**src/rtl/tfb_digit_unit.sv**
```systemverilog
`timescale 1ns / 1ps
// Subtract/compare unit: produces decimal digits most significant first
// by repeated subtraction of a power of ten, one subtraction per cycle while no digit waits for digit_ack.
module tfb_digit_unit
(
    input  logic        clk,
    input  logic        rst_n,
    input  logic        start,
    input  logic [15:0] value,
    input  logic        digit_ack,
    output logic        digit_valid,
    output logic [3:0]  digit,
    output logic        done
);

    logic [15:0] rem_reg, rem_next;
    logic [2:0]  pos_reg, pos_next;
    logic [3:0]  cnt_reg, cnt_next;
    logic        busy_reg, busy_next;
    logic        seen_reg, seen_next;
    logic        hold_reg, hold_next;
    logic [15:0] pow;
    logic [16:0] diff;

    always_comb
    begin
        case (pos_reg)
            3'd0:    pow = 16'd10000;
            3'd1:    pow = 16'd1000;
            3'd2:    pow = 16'd100;
            3'd3:    pow = 16'd10;
            default: pow = 16'd1;
        endcase
    end

    assign diff = {1'b0, rem_reg} - {1'b0, pow};
    assign digit = cnt_reg;
    assign digit_valid = hold_reg;
    // hold done after the last digit until the next start
    assign done = !hold_reg && (pos_reg == 3'd5);

    always_comb
    begin
        rem_next  = rem_reg;
        pos_next  = pos_reg;
        cnt_next  = cnt_reg;
        busy_next = busy_reg;
        seen_next = seen_reg;
        hold_next = hold_reg;
        if (start)
        begin
            rem_next  = value;
            pos_next  = 3'd0;
            cnt_next  = 4'd0;
            busy_next = 1'b1;
            seen_next = 1'b0;
            hold_next = 1'b0;
        end
        else if (hold_reg)
        begin
            if (digit_ack)
            begin
                hold_next = 1'b0;
                cnt_next  = 4'd0;
                pos_next  = pos_reg + 3'd1;
            end
        end
        else if (busy_reg && pos_reg != 3'd5)
        begin
            if (!diff[16])
            begin
                // subtract one more power of ten
                rem_next = diff[15:0];
                cnt_next = cnt_reg + 4'd1;
            end
            else if (cnt_reg != 4'd0 || seen_reg || pos_reg == 3'd4)
            begin
                hold_next = 1'b1;
                seen_next = 1'b1;
            end
            else
            begin
                pos_next = pos_reg + 3'd1;
            end
        end
        else if (busy_reg)
        begin
            busy_next = 1'b0;
        end
    end

    always_ff @(posedge clk or negedge rst_n)
    begin
        if (!rst_n)
        begin
            pos_reg  <= 3'd0;
            cnt_reg  <= 4'd0;
            busy_reg <= 1'b0;
            seen_reg <= 1'b0;
            hold_reg <= 1'b0;
        end
        else
        begin
            pos_reg  <= pos_next;
            cnt_reg  <= cnt_next;
            busy_reg <= busy_next;
            seen_reg <= seen_next;
            hold_reg <= hold_next;
        end
    end

    always_ff @(posedge clk)
    begin
        rem_reg <= rem_next;
    end

endmodule

```
**config.mk**
```make
export PLATFORM = sky130hd
export DESIGN_NAME = tfb_digit_unit
export DESIGN_NICKNAME = d
export VERILOG_FILES = /design/src/rtl/tfb_digit_unit.sv
export SDC_FILE = /design/constraint.sdc
export NUM_CORES = 1
export LEC_CHECK = 0
export BUFFER_PORTS_ARGS = -buffer_cell sky130_fd_sc_hd__buf_4
export CORE_MARGIN = 8
export CORE_UTILIZATION = 50
export DETAILED_ROUTE_END_ITERATION = 16
export PLACE_DENSITY_LB_ADDON = 0.1
export SLEW_MARGIN = 40
export SYNTH_ARGS = -nofsm -noshare
export SYNTH_HDL_FRONTEND = slang
export SYNTH_SLANG_ARGS = --single-unit
```
**constraint.sdc**
```tcl
create_clock -name clk -period 4.8 [get_ports clk]
set_input_delay 0.72 -clock clk [delete_from_list [all_inputs] [get_ports clk]]
set_output_delay 0.72 -clock clk [all_outputs]
set_load 0.1 [all_outputs]
```
== Word-level counts from Yosys, hierarchy flattened ==
Cells that the tools add are included.
Operators by class
  add/sub/neg operators: 3
  eq/ne operators: 12
  muxes and demuxes: 30
  reductions and logical operators: 17
Operators by type and width (count)
  two-way mux 16 bit: 4
  one-hot mux 14 bit (4 select lines): 1
  two-way mux 4 bit: 5
  two-way mux 3 bit: 6
  subtractor 16 x 16 -> 17 bit: 1
  two-way mux 1 bit: 14
  != test 3 bit, second input constant: 4
  AND reduction 4 bit: 2
  == test 3 x 2 -> 1 bit, second input constant: 2
  == test 3 bit, second input constant: 2
  != test 2 bit, second input constant: 3
  AND reduction 3 bit: 2
  nonzero test 2 bit: 3
  nonzero test 3 bit: 2
  adder 4 x 1 -> 4 bit, second input constant: 1
  nonzero test 4 bit: 1
  adder 3 x 1 -> 3 bit, second input constant: 1
  == test 3 x 1 -> 1 bit, second input constant: 1
  zero test 3 bit: 1
  logical AND 1 bit: 2
  logical OR 1 bit: 2
  AND reduction 2 bit: 1
  zero test 1 bit: 1
Storage, ports and cells
  register bits after elaboration: 26
  input port bits: 20
  word-level logic and storage cells: 68

== Logic depth before layout (Yosys ltp) ==
  depth after elaboration: 8
  depth in mapped cells: 13
  depth with buffers taken out: 13

== Least setup slack after synthesis ==
OpenSTA, ideal clock, no wires.
  kind: register to register
  from: register pos_reg[0]
  to: register pos_reg[0]
  data arrival time: 3.291 ns
  data required time: 4.675 ns
  setup slack: 1.384 ns
  cell stages (with the launch flop): 14
  path buffers: 0
  period minus slack after synthesis: 3.416 ns
  cell sequence: dfrtp_1 ha_1 ha_1 a21oi_1 and3_1 ha_1 inv_1 fa_1 a211oi_2 nor3_1 nor4_2 o31ai_4 o41a_1 mux2_4
On the way
  cells in the longest elaborated chain, start to end: 6
RTL lines
  from (decl): RTL line 17  | logic [2:0] pos_reg, pos_next;
  from (signal assigned): RTL line 104  | pos_reg <= pos_next;
  parallel branches: the longest is 6 deep, another holds subtractor 16 x 16 -> 17 bit
Several ways; the timed one is not identified. The select of a mux whose other input is x is not followed.
A chain may end at the register's enable or synchronous reset.

== Final worst setup path ==
Same ends and word-level chain as after synthesis.

==> qor.yml <==
status:
  run_status: "finished clean"
drt:
  vias: 1642
  remaining_drc_errors: 0
  via_per_inst: 5.59
  dr_wl_met2_um: 2010
  drt_iter0_drc: 90
  dr.max_layer_used: "met4"
  wl_per_cell_um: 15.1
  final_antenna_net_count: 0
  wl_met1_um: 2260
  wl_met3_um: 111
  drtPass1Iterations: 4
  finalWirelength_um: 4450
worst_setup_path:
  end_kind: "register"
  crit_fanout: 10
  slowest_delay_ns: 0.51
  cp.arrival_ns: 3.84
  critPathLaunchType: "register"
  cpMaxStageDelayCell: "o41a_1"
  worst-setup-path-type: "reg2reg"
  path_cells: "ha_1 > ha_1 > a21oi_1 > and3_1 > ha_1 > inv_1 > fa_1 > a211oi_2 > nor3_1 > nor4_2 > o31ai_4 > o41a_1 > mux2_4"
  cp_common_cell: "ha_1"
  crit_required_ns: 4.98
timing:
  hold_viol_final: 0
  min_period_over_period: 0.762
  min_period_ns: 3.66
  relSlewSlack: 0.538
  worst_pin_slew_ns: 0.692
  layout_setup_ws_ns: 1.14
  skew_ns: 0.00170
  rsz0062_at_grt: "no"
  clock.fmax_mhz: 273
  drv_slew: 0
  tns_ns: 0
  finalSetupViolCount: 0
synth:
  yosys-top-cells-area: "edfxtp_1 (23%), dfrtp_1 (12%), ha_1 (12%), nand2_1 (5.1%), a21oi_1 (3.9%)"
  async_flop_share: 0.385
  synth_area_per_cell_um2: 9.27
  yosys.area.top_type: "edfxtp_1"
  synth_area_mm2: 0.00206
  synth_common_cells: "nand2_1 (28), ha_1 (19), nor2_1 (19), a21oi_1 (16), edfxtp_1 (16)"
  syn_inst: 222
  yosys_warnings: 0
  netlist.area_leader.share: 0.233
  synth_fp_nets: 262
  ys_types: 49
  ys_seq_area_frac: 0.355
  yosysMostFrequentCell: "nand2_1"
  ys_ff_latch: 26
  synth_edf_count: 16
  synthFlopType: "edfxtp_1"
grt:
  antenna_found_initial: 0
  grt_max_degree: 43
  grt-ovfl-total: 0
  first_global_vias: 1616
  grt_pass1_wl_um: 7570
  grt_usage: 0.148
die:
  die-area_mm2: 0.00643
  start_util: 0.518
  die_h_um: 80.2
  core-area_mm2: 0.00397
  die-width_um: 80.2
  rows: 23
  io_pins: 26
worst_hold_path:
  hp-class: "in2async"
placed_design:
  portBuffers: 25
  post-place-ws_ns: 1.15
  gp_congestion: 0.846
  dp_hpwl_um: 3340
  place_area_mm2: 0.00227
clock_tree:
  numCtsBuffers: 3
  cts_resized: 0
  post_cts_buffers: 0
  hold_buffers: 0
  htreeDepth: 1
  cts_tree: "yes"
  cts.sinks: 26
  clk_latency_ns: 0.28
  cts_root_buf: "clkbuf_8"
  clk_pin_slew_ns: 0.10
  cts_buffer_depth: 2
cells_and_area:
  drive_gt1_frac: 0.168
  nets: 285
  final_area_mm2: 0.00234
  antenna_cells: 0
  areaGrowthSynthToFinish_pct: 13.7
  largest_register_ffs: 16
run:
  maxCapViolCount: 0
-- logic make-up (layout without fill, tap and decap cells) --
kind of cell               Yosys count  count (layout)  share of synthesized area
buffers and inverters               18              40                     0.0365
muxes                                8               8                     0.0462
DFF                                 26              26                      0.355
xor gates and xnor gates            11              11                     0.0468
adders and majority gates           20              20                      0.125
and+or+nand+nor                     76              76                      0.181
AOI/OAI and AO/OA                   63              63                      0.210
-- through the flow --
step | instances | utilization | hold slack, ns
3_5_place_dp | 290 | 0.573 | 0.507
2_1_floorplan | 222 | - | 0.424
6_report | 294 | 0.589 | 0.245
5_1_grt | 294 | 0.589 | 0.252
4_1_cts | 294 | 0.589 | 0.246
3_3_place_gp | 290 | 0.573 | 0.495
-- critical path: cells and delay by family (launching register included) --
family / cells / cell delay, ns
AOI/OAI and AO/OA: 4 / 1.09
adders and majority gates: 4 / 0.99
and+or+nand+nor: 3 / 0.66
DFF: 1 / 0.44
muxes: 1 / 0.32
buffers and inverters: 1 / 0.06
-- worst paths after layout --
check / slack (ns) / from / cells after the start / to
worst min-delay path: 0.25 / rst_n / 1 / digit_valid
worst max-delay path: 1.14 / pos_reg[0] / 13 / pos_reg[0]
max in group asynchronous: 4.41 / rst_n / 1 / pos_reg[1]
worst max register to register: 1.14 / pos_reg[0] / 13 / pos_reg[0]
min in group clk: 0.53 / busy_reg / 2 / busy_reg
worst min register to register: 0.53 / busy_reg / 2 / busy_reg
-- routing by layer --
metal  global-route usage  vias up
met5                    0        -
met4               0.0636        0
met3               0.0201        5
met2                0.230       21
met1                0.200      761
li1                     -      855
-- cell type report --
type | instances | area (um2)
Inverter | 11 | 41.3
Clock buffer | 4 | 66.3
Tap cell | 50 | 62.6
Fill cell | 369 | 1630
Multi-Input combinational cell | 178 | 1250
Timing Repair Buffer | 25 | 188
Sequential cell | 26 | 731
-- placed cells by master, fill, tap and decap left out, drive strengths merged, types with 7 or more instances in the layout --
cell type	instances
o21ai	24
nor2	19
buf	25
nand2	28
ha	19
dfrtp	10
a21oi	16
nor3	7
inv	11
edfxtp	16
Power is not shown: default switching activity piles up to over one toggle a cycle in this logic, so the estimate is an artifact.
